<file path="src/rtl/hri_pkg.sv">
package hri_pkg;

  localparam int CHUNK_W = 16;
  localparam int BASE_W  = 9;

  localparam logic [BASE_W-1:0] PRIMES [64] = '{
    9'd2,   9'd3,   9'd5,   9'd7,   9'd11,  9'd13,  9'd17,  9'd19,
    9'd23,  9'd29,  9'd31,  9'd37,  9'd41,  9'd43,  9'd47,  9'd53,
    9'd59,  9'd61,  9'd67,  9'd71,  9'd73,  9'd79,  9'd83,  9'd89,
    9'd97,  9'd101, 9'd103, 9'd107, 9'd109, 9'd113, 9'd127, 9'd131,
    9'd137, 9'd139, 9'd149, 9'd151, 9'd157, 9'd163, 9'd167, 9'd173,
    9'd179, 9'd181, 9'd191, 9'd193, 9'd197, 9'd199, 9'd211, 9'd223,
    9'd227, 9'd229, 9'd233, 9'd239, 9'd241, 9'd251, 9'd257, 9'd263,
    9'd269, 9'd271, 9'd277, 9'd281, 9'd283, 9'd293, 9'd307, 9'd311
  };

  typedef enum logic [2:0] {
    ST_IDLE,
    ST_MUL,
    ST_PROD,
    ST_CORR,
    ST_DIV,
    ST_DONE
  } state_t;

  typedef struct packed {
    logic load;
    logic mul;
    logic mul_first;
    logic prod;
    logic corr;
    logic div;
  } cmd_t;

  typedef struct packed {
    logic last_digit;
  } status_t;

  // floor(2^mw / b) by restoring division, elaboration use only
  function automatic logic [63:0] recip_fn(input logic [BASE_W-1:0] b, input int mw);
    logic [BASE_W:0] rem;
    logic [63:0]     q;
    rem = (BASE_W+1)'(1);
    q   = '0;
    for (int i = 0; i < 64; i++) begin
      if (i < mw) begin
        rem = {rem[BASE_W-1:0], 1'b0};
        q   = {q[62:0], 1'b0};
        if (rem >= {1'b0, b}) begin
          rem  = rem - {1'b0, b};
          q[0] = 1'b1;
        end
      end
    end
    return q;
  endfunction

endpackage

</file>
<file path="src/rtl/halton_radical_inverse_top.sv">
// Halton radical inverse: one request gives one 32-bit fraction.
// Input: in_sample_index and in_dimension are taken at a rising edge with
// start high and busy low. The base is the prime picked by in_dimension;
// dimensions at or beyond NUM_DIMS use base 2. index+1 is written in that base
// and mirrored about the radix point, then scaled to FRAC_BITS bits, truncated.
// Output: out_fraction is valid for exactly one cycle while out_valid is high;
// the receiver cannot stall, so nothing is ever held back.
// Steps: the reciprocal is split into NC = ceil((INDEX_BITS+1)/16) chunks.
// Each base digit of index+1 takes the multiply of index by the reciprocal,
// 16 bits of the reciprocal per cycle, then the back multiply and the
// correction; the final scaling is a restoring division at one bit per
// cycle. busy drops in the result cycle, so the next request can be taken
// at the edge that ends it.
// Reset (rst_n low, synchronous) returns the controller to idle and drops
// busy and out_valid; any request in progress is lost.
module halton_radical_inverse_top
  import hri_pkg::*;
#(
  parameter int NUM_DIMS   = 16,
  parameter int INDEX_BITS = 32,
  parameter int FRAC_BITS  = 32
) (
  input  logic        clk,
  input  logic        rst_n,
  input  logic        start,
  output logic        busy,
  input  logic [31:0] in_sample_index,
  input  logic [3:0]  in_dimension,
  output logic        out_valid,
  output logic [31:0] out_fraction
);

  cmd_t    cmd;
  status_t status;

  hri_ctrl #(
    .INDEX_BITS (INDEX_BITS),
    .FRAC_BITS  (FRAC_BITS)
  ) u_ctrl (
    .clk       (clk),
    .rst_n     (rst_n),
    .start     (start),
    .status    (status),
    .cmd       (cmd),
    .busy      (busy),
    .out_valid (out_valid)
  );

  hri_dp #(
    .NUM_DIMS   (NUM_DIMS),
    .INDEX_BITS (INDEX_BITS),
    .FRAC_BITS  (FRAC_BITS)
  ) u_dp (
    .clk             (clk),
    .cmd             (cmd),
    .in_sample_index (in_sample_index),
    .in_dimension    (in_dimension),
    .status          (status),
    .out_fraction    (out_fraction)
  );

endmodule

</file>
<file path="src/rtl/hri_ctrl.sv">
module hri_ctrl
  import hri_pkg::*;
#(
  parameter int INDEX_BITS = 32,
  parameter int FRAC_BITS  = 32
) (
  input  logic    clk,
  input  logic    rst_n,
  input  logic    start,
  input  status_t status,
  output cmd_t    cmd,
  output logic    busy,
  output logic    out_valid
);

  localparam int NB = INDEX_BITS + 1;
  localparam int NC = (NB + CHUNK_W - 1) / CHUNK_W;
  localparam int CW = $clog2(FRAC_BITS);

  state_t          state_r, state_nxt;
  logic [CW-1:0]   cnt_r, cnt_nxt;
  logic            take;

  assign take = start && ((state_r == ST_IDLE) || (state_r == ST_DONE));

  always_ff @(posedge clk) begin
    if (!rst_n) begin
      state_r <= ST_IDLE;
      cnt_r   <= '0;
    end else begin
      state_r <= state_nxt;
      cnt_r   <= cnt_nxt;
    end
  end

  always_comb begin
    state_nxt = state_r;
    cnt_nxt   = cnt_r;
    case (state_r)
      ST_IDLE, ST_DONE: begin
        if (take) begin
          state_nxt = ST_MUL;
        end else begin
          state_nxt = ST_IDLE;
        end
        cnt_nxt = '0;
      end
      ST_MUL: begin
        if (cnt_r == CW'(NC - 1)) begin
          state_nxt = ST_PROD;
          cnt_nxt   = '0;
        end else begin
          cnt_nxt = cnt_r + CW'(1);
        end
      end
      ST_PROD: begin
        state_nxt = ST_CORR;
      end
      ST_CORR: begin
        state_nxt = status.last_digit ? ST_DIV : ST_MUL;
        cnt_nxt   = '0;
      end
      ST_DIV: begin
        if (cnt_r == CW'(FRAC_BITS - 1)) begin
          state_nxt = ST_DONE;
          cnt_nxt   = '0;
        end else begin
          cnt_nxt = cnt_r + CW'(1);
        end
      end
      default: begin
        state_nxt = ST_IDLE;
        cnt_nxt   = '0;
      end
    endcase
  end

  always_comb begin
    cmd           = '0;
    cmd.load      = take;
    cmd.mul       = (state_r == ST_MUL);
    cmd.mul_first = (state_r == ST_MUL) && (cnt_r == '0);
    cmd.prod      = (state_r == ST_PROD);
    cmd.corr      = (state_r == ST_CORR);
    cmd.div       = (state_r == ST_DIV);
    busy          = !((state_r == ST_IDLE) || (state_r == ST_DONE));
    out_valid     = (state_r == ST_DONE);
  end

endmodule

</file>
<file path="src/rtl/hri_dp.sv">
module hri_dp
  import hri_pkg::*;
#(
  parameter int NUM_DIMS   = 16,
  parameter int INDEX_BITS = 32,
  parameter int FRAC_BITS  = 32
) (
  input  logic        clk,
  input  cmd_t        cmd,
  input  logic [31:0] in_sample_index,
  input  logic [3:0]  in_dimension,
  output status_t     status,
  output logic [31:0] out_fraction
);

  localparam int NB = INDEX_BITS + 1;
  localparam int NC = (NB + CHUNK_W - 1) / CHUNK_W;
  localparam int MW = NC * CHUNK_W;
  localparam int AW = NB + CHUNK_W + 1;
  localparam int QW = NB + BASE_W;
  localparam int DW = INDEX_BITS + BASE_W;
  localparam int UB = (INDEX_BITS < 32) ? INDEX_BITS : 32;

  logic [BASE_W-1:0] base_tab [16];
  logic [MW-1:0]     rcp_tab  [16];

  for (genvar d = 0; d < 16; d++) begin : g_tab
    localparam logic [BASE_W-1:0] B = (d < NUM_DIMS) ? PRIMES[d] : PRIMES[0];
    assign base_tab[d] = B;
    assign rcp_tab[d]  = MW'(recip_fn(B, MW));
  end

  logic [NB-1:0]        n_r;
  logic [BASE_W-1:0]    base_r;
  logic [MW-1:0]        rcp_r, msh_r;
  logic [AW-1:0]        acc_r;
  logic [QW-1:0]        qb_r;
  logic [DW-1:0]        rev_r, den_r;
  logic [FRAC_BITS-1:0] q_r;

  logic [CHUNK_W-1:0]    chunk;
  logic [NB+CHUNK_W-1:0] nm;
  logic [AW-1:0]         acc_nxt;
  logic [NB-1:0]         qp, q_fix;
  logic [QW-1:0]         diff;
  logic [BASE_W:0]       r, r_sub;
  logic                  ge;
  logic [BASE_W-1:0]     digit;
  logic [DW:0]           sh, sh_sub;
  logic                  ge_div;

  // quotient estimate by reciprocal, one chunk of the reciprocal per cycle
  assign chunk   = cmd.mul_first ? rcp_r[CHUNK_W-1:0] : msh_r[CHUNK_W-1:0];
  assign nm      = (NB+CHUNK_W)'(n_r) * (NB+CHUNK_W)'(chunk);
  assign acc_nxt = (cmd.mul_first ? '0 : (acc_r >> CHUNK_W)) + AW'(nm);
  assign qp      = acc_r[NB+CHUNK_W-1:CHUNK_W];

  // estimate is at most one low; fix it and take the digit
  assign diff  = QW'(n_r) - qb_r;
  assign r     = diff[BASE_W:0];
  assign r_sub = r - {1'b0, base_r};
  assign ge    = (r >= {1'b0, base_r});
  assign digit = ge ? r_sub[BASE_W-1:0] : r[BASE_W-1:0];
  assign q_fix = qp + NB'(ge);

  assign status.last_digit = (q_fix == '0);

  assign sh     = {rev_r, 1'b0};
  assign sh_sub = sh - {1'b0, den_r};
  assign ge_div = (sh >= {1'b0, den_r});

  always_ff @(posedge clk) begin
    if (cmd.load) begin
      n_r    <= NB'(in_sample_index[UB-1:0]) + NB'(1);
      base_r <= base_tab[in_dimension];
      rcp_r  <= rcp_tab[in_dimension];
      rev_r  <= '0;
      den_r  <= DW'(1);
      q_r    <= '0;
    end
    if (cmd.mul) begin
      acc_r <= acc_nxt;
      msh_r <= (cmd.mul_first ? rcp_r : msh_r) >> CHUNK_W;
    end
    if (cmd.prod) begin
      qb_r <= QW'(qp) * QW'(base_r);
    end
    if (cmd.corr) begin
      n_r   <= q_fix;
      rev_r <= rev_r * DW'(base_r) + DW'(digit);
      den_r <= den_r * DW'(base_r);
    end
    if (cmd.div) begin
      rev_r <= ge_div ? sh_sub[DW-1:0] : sh[DW-1:0];
      q_r   <= {q_r[FRAC_BITS-2:0], ge_div};
    end
  end

  assign out_fraction = 32'(q_r);

endmodule
</file>
<file path="config.mk">
export PLATFORM = sky130hd
export DESIGN_NAME = halton_radical_inverse_top
export DESIGN_NICKNAME = d
export VERILOG_FILES = /design/src/rtl/hri_pkg.sv /design/src/rtl/halton_radical_inverse_top.sv /design/src/rtl/hri_ctrl.sv /design/src/rtl/hri_dp.sv
export SDC_FILE = /design/constraint.sdc
export NUM_CORES = 2
export LEC_CHECK = 0
export BUFFER_PORTS_ARGS = -buffer_cell sky130_fd_sc_hd__buf_2
export CAP_MARGIN = 20
export CORE_ASPECT_RATIO = 0.7
export CORE_MARGIN = 4
export CORE_UTILIZATION = 44
export DETAILED_ROUTE_END_ITERATION = 16
export GPL_TIMING_DRIVEN = 0
export PLACE_DENSITY_LB_ADDON = 0.08
export SYNTH_ARGS = -nofsm -noshare
export SYNTH_HDL_FRONTEND = slang
export SYNTH_SLANG_ARGS = --single-unit
</file>
<file path="constraint.sdc">
create_clock -name clk -period 12.3 [get_ports clk]
set_clock_uncertainty 0.1 [all_clocks]
set_input_delay 2.46 -clock clk [delete_from_list [all_inputs] [get_ports clk]]
set_output_delay 2.46 -clock clk [all_outputs]
set_load 0.03 [all_outputs]
</file>
# After elaboration in Yosys (flattened, before gate mapping)
# Memory sizes are Yosys's and may differ from the RTL's. A register that Yosys moved wholly into a read port is not among the register bits.
# Index checks and enable logic that the tools add are counted.
# W data, S select, Z words.
[totals]
rom_bits = 912
word_cells = 70
out_inout_bits = 34
memories = 2
reg_bits = 247
input_bits = 39
latchBits = 0
ram_bits = 0
[classes]
n_mux = 22
reduce_logical = 12
order_cmp = 2
n_bitwise = 1
mul = 4
add_sub_neg = 8
shift = 0
n_eq_ne = 9
div_mod_pow = 0
[memory_table]
columns = ["name", "words", "width", "rd", "rd_clocked_by_memory_dff", "write_ports", "line_no", "text"]
rows = [
  ["(name not given)", 16, 48, 1, 1, 0, "hri_dp.sv:76", "rcp_r <= rcp_tab[in_dimension];"],
  ["(name not given)", 16, 9, 1, 1, 0, "hri_dp.sv:75", "base_r <= base_tab[in_dimension];"],
]
[op_table]
columns = ["operator", "n"]
rows = [
  ["$mux W41", 6],
  ["$mux W32", 3],
  ["$mul A41 B9 Y41", 2],
  ["$mux W33", 2],
  ["$add A50 B49 Y50", 1],
  ["$mul A33 B16 Y49", 1],
  ["$ge A42 B41 Y1", 1],
  ["$add A41 B9 Y41", 1],
  ["$sub A41 B41 Y41", 1],
  ["$mux W34", 1],
  ["$add A32 B1 Y33 const B", 1],
  ["$add A33 B1 Y33", 1],
  ["$logic_not A33 Y1", 1],
  ["$mul A33 B9 Y10", 1],
  ["$mux W16", 1],
  ["$pmux W3 S5", 1],
  ["$pmux W5 S3", 1],
  ["$ge A10 B9 Y1", 1],
  ["$mux W5", 2],
  ["$sub A10 B10 Y10", 1],
  ["$mux W3", 3],
  ["$mux W9", 1],
  ["$sub A9 B9 Y9", 1],
  ["$eq A3 B2 Y1 const B", 2],
  ["17 further kinds", 21],
]

# Longest topological paths before layout
[logic_depth]
depth_word = 6
ltp_mapped = 31
mapped_depth_nobuf = 29

# Cells and area by module
# Synthesis repeated with hierarchy kept, for this count alone.
[hier_totals]
cells_unflattened = 5601
hier_area_um2 = 49782.7
[modules_own_cells]
columns = ["mod", "seq_area_each_um2", "area_per_inst_um2", "cells_each", "instances"]
rows = [
  ["hri_dp", 8318.0, 49207.2, 5534, 1],
  ["hri_ctrl", 160.2, 575.6, 67, 1],
]

# Worst setup path before layout
# Ideal clock, no wire load.
[synth_timing]
kind = "reg-to-reg"
from = "register u_ctrl.state_r[2]"
to = "register u_dp.acc_r[40], data pin"
t_required_ps = 11934
setup_slack_ps = -548
n_path_buf = 3
period_less_slack_ps = 12848
stages_incl_launch_ff = 29
setup_time_ps = 266
arrival_ps = 12482
cell_sequence = "dfxtp_1 > clkbuf_1 > nor3b_1 > and3_1 > clkbuf_1 > nand2_1 > nand2_1 > clkbuf_1 > nand2_1 > fa_1 > fa_1 > fa_1 > inv_1 > fa_1 > fa_1 > inv_1 > fa_1 > inv_1 > ha_1 > a211oi_1 > nand2_1 > or4_4 > o211ai_2 > nand4_2 > a41o_1 > a221o_2 > nand2_1 > a221oi_2 > xor2_1"
[synth_via]
elab_chain_len = 5
elab_cells_between_ends = 6
cone_classes = "1 x add/sub; 1 x mul; 1 x eq/ne; 2 x mux; 1 x reduce/logical"
[synth_rtl]
columns = ["item", "line_no", "text"]
rows = [
  ["from (decl)", "hri_ctrl.sv:20", "state_t state_r, state_nxt;"],
  ["from (signal assigned)", "hri_ctrl.sv:31", "state_r <= state_nxt;"],
  ["$eq A3 B1 Y1 (*)", "hri_ctrl.sv:82", "cmd.mul_first = (state_r == ST_MUL) && (cnt_r == '0);"],
  ["$logic_and A1 B1 Y1 (*)", "hri_ctrl.sv:82", ""],
  ["$mux W16", "hri_dp.sv:53", "assign chunk = cmd.mul_first ? rcp_r[CHUNK_W-1:0] : msh_r[CHUNK_W-1:0];"],
  ["$mul A33 B16 Y49", "hri_dp.sv:54", "assign nm = (NB+CHUNK_W)'(n_r) * (NB+CHUNK_W)'(chunk);"],
  ["$add A50 B49 Y50 (*)", "hri_dp.sv:55", "assign acc_nxt = (cmd.mul_first ? '0 : (acc_r >> CHUNK_W)) + AW'(nm);"],
  ["named net u_dp.acc_nxt[40]", "hri_dp.sv:43", "logic [AW-1:0] acc_nxt;"],
  ["to (signal assigned)", "hri_dp.sv:82", "acc_r <= acc_nxt;"],
  ["to (decl)", "hri_dp.sv:36", "logic [AW-1:0] acc_r;"],
]
# The timed path passes the listed nets; every way through them passes the cells marked *.
# A chain may end at the register's enable or synchronous reset.

# Final worst setup path
[layout_timing]
from = "register u_ctrl.state_r[2]"
to = "register u_dp.acc_r[45], data pin"
# Same word-level chain as after synthesis.

==> results.cfg <==
[grt]
grt-ovfl-total = 0
antenna_found_initial = 20
grt_start_max_net_pins = 44
vias_in_the_first_global_route = 39000
first_pass_grt_wire_length_mm = 257
track_usage_pct = 28.8

[synthesis]
post_synth_inst_count = 5697
ys.flop_type = sky130_fd_sc_hd__edfxtp_1
mappedNetlistNets = 6929
ys_seq_area_share_pct = 17.0
syn_avg_cell_area_um2 = 8.77
synth-edff-count = 277
syn_area_um2 = 49900
synth-seq-cells = 285
synth-warning-count = 0
synthArstFlopShare_pct = 0
yosys.cell_types.count = 91
synth_top_cells_by_area = sky130_fd_sc_hd__fa_1 (31%), sky130_fd_sc_hd__edfxtp_1 (17%), sky130_fd_sc_hd__ha_1 (10%)
yosys.area.top_type_share_pct = 31.4
netlist.top_cell.by_area = sky130_fd_sc_hd__fa_1

[die]
effective_utilization_at_floorplan_pct = 44.3
die_height_um = 290
design.portCount = 73
die_w_um = 411
fp.coreArea_um2 = 113000
placementRows = 103
die_area_um2 = 119000

[worst_setup_path]
crit_path_top_delay_cell = sky130_fd_sc_hd__clkbuf_1
nature_of_the_critical_path_startpoint = flip-flop
criticalPathCategory = flip-flop to flip-flop
worstPathMaxFanout = 18
required_ps = 12560
worstPathArrival_ps = 11220
cpPeakStageDelay_ps = 890
endpoint_kind = flip-flop
critPathMostFrequentCell = sky130_fd_sc_hd__fa_1

[clocking]
number_of_buffers_between_clock_root_and_the_deepest_sink = 3
cts_resized = 0
path_clk_slew_ps = 60
numCtsBuffers = 35
root_buffer = sky130_fd_sc_hd__clkbuf_16
holdBufCountCts = 0
postCtsSetupBuffers = 0
clock_tree_from_tritoncts = done
worst_skew_pair.late_latency_ps = 600
cts.htree.levels = 2
cts_sinks = 285

[cells_and_area]
layout-area-overhead-vs-synth_pct = 7.59
layout_common_cells = sky130_fd_sc_hd__inv_1 (1,188), sky130_fd_sc_hd__nand2_1 (909), sky130_fd_sc_hd__fa_1 (784)
fin_nets = 7053
final_layout_size_suffix_gt1_share_pct = 3.52
fillers = 11100
mostFrequentLayoutCell = sky130_fd_sc_hd__inv_1

[detailed_routing]
drt-initial-drc-count = 4028
vias = 39800
wire_per_inst_um = 23.0
drc_errors = 0
drt_pre_antenna_iters = 6
routed_via_density = 5.39
final_ant_viol_nets = 0
wl_mm = 170

[outcome]
run_status = complete, no violations

[sta]
timing.slew.headroom_pct = 18.3
tightest_slew_ps = 1220
finalSetupViolCount = 0
final.hold.worst_slack_ps = 382
number_of_slew_limit_violations_in_the_final_report = 0
highest_clock_rate_ghz = 0.0912
grt_setup_unrepaired = false
timing.final.crit_period_ps = 10960
final_min_period_over_clock_period_pct = 89.1
finalHoldViolCount = 0

[min_path]
hold_class = flip-flop to flip-flop

[placement]
place_congestion = 0.929
port_buffer_count = 71
place_hpwl_mm = 141

[job]
number_of_max_capacitance_violations_reported = 0
-- per-stage QoR --
stage | setup TNS, ps | utilization (%) | cells | area, µm² | worst slack (ps)
floorplan | 0 | - | 5697 | 50000 | 1990
global placement | -64260 | 46.3 | 7290 | 52200 | -2670
CTS | 0 | 47.6 | 7367 | 53700 | 1520
detailed placement | 0 | 46.6 | 7304 | 52500 | 1580
finish | 0 | 47.7 | 7378 | 53700 | 1340
global route | 0 | 47.6 | 7373 | 53700 | 1030
-- worst paths after layout --
kind                                   startpoint  depth (start not counted)              end  slack, ps
worst max-delay path            u_ctrl.state_r[2]                         28   u_dp.acc_r[45]       1340
worst min register to register    u_ctrl.cnt_r[4]                          2  u_ctrl.cnt_r[4]        380
worst max register to register  u_ctrl.state_r[2]                         28   u_dp.acc_r[45]       1340
worst min-delay path              u_ctrl.cnt_r[4]                          2  u_ctrl.cnt_r[4]        380
-- routing by layer --
layer  up-vias  share of wire (%)  GRT usage (%)
li1      18000                  -              -
met1     20000                 51           48.2
met2      1691                 37           36.1
met3       151                 11           7.98
met4         6                1.6           4.88
met5         -              0.022              0
-- cells in the mapped netlist (all sizes together) (6+ instances only) --
master and number:
nand4 33, nor2b 31, mux2i 17, a31oi 32, nand3 69, xnor2 143
ha 409, o21bai 19, edfxtp 277, or2 9, inv 1189, nand2b 27
and2 401, or4 6, a21o 71, o21ai 142, fa 784, clkbuf 212
and4 11, o21a 29, nor2 273, a21boi 11, xor2 99, nand2 910
dfxtp 8, o22ai 37, a21oi 197, a211oi 23, buf 18, a211o 8
nor3 36, and3 30, a41oi 6, o31ai 18, or3 7, nor4 8
o211ai 17, a2111oi 9
-- sequential cells by signal, indices dropped and copies added, names as in the netlist, 5 cells and up --
signal,cells
u_dp.rcp_r,48
u_dp.den_r,41
u_dp.rev_r,41
u_dp.acc_r,34
u_dp.n_r,33
u_dp.msh_r,32
u_dp.out_fraction,32
u_dp.qb_r,10
u_dp.base_r,6
u_ctrl.cnt_r,5
-- area by class of cell --
| type | count | area [µm²] | share of cell area, % |
|---|---|---|---|
| Multi-Input combinational cell | 3993 | 36100 | 67.2 |
| Sequential cell | 285 | 8480 | 15.8 |
| Inverter | 1189 | 4460 | 8.30 |
| Tap cell | 1522 | 1900 | 3.54 |
| Buffer | 230 | 893 | 1.66 |
| Clock buffer | 39 | 891 | 1.66 |
| Timing Repair Buffer | 87 | 639 | 1.19 |
| Clock inverter | 24 | 310 | 0.577 |
| Antenna cell | 9 | 22.5 | 0.0419 |
-- worst max-delay path, delay by kind of cell, from the launching register on --
family	cells	cell delay, ps
flip-flops	1	290
AND/OR/NAND/NOR	5	1920
buffers and inverters	7	2040
AO/OA/AOI/OAI	8	2500
XOR/XNOR	1	360
adder cells (fa/ha/maj)	7	3450
-- cells by family after synthesis --
group | Yosys count | synth area share (%)
DFF | 285 | 17.0
muxes | 21 | 0.431
adders and majority gates | 1193 | 41.7
and+or+nand+nor | 1868 | 17.4
buffers and inverters | 1419 | 10.7
xor gates and xnor gates | 242 | 4.24
AOI/OAI and AO/OA | 669 | 8.55
Power is left out: the tool's default activity adds up to more than one toggle a clock period on the data nets, which glitch-free logic cannot reach.
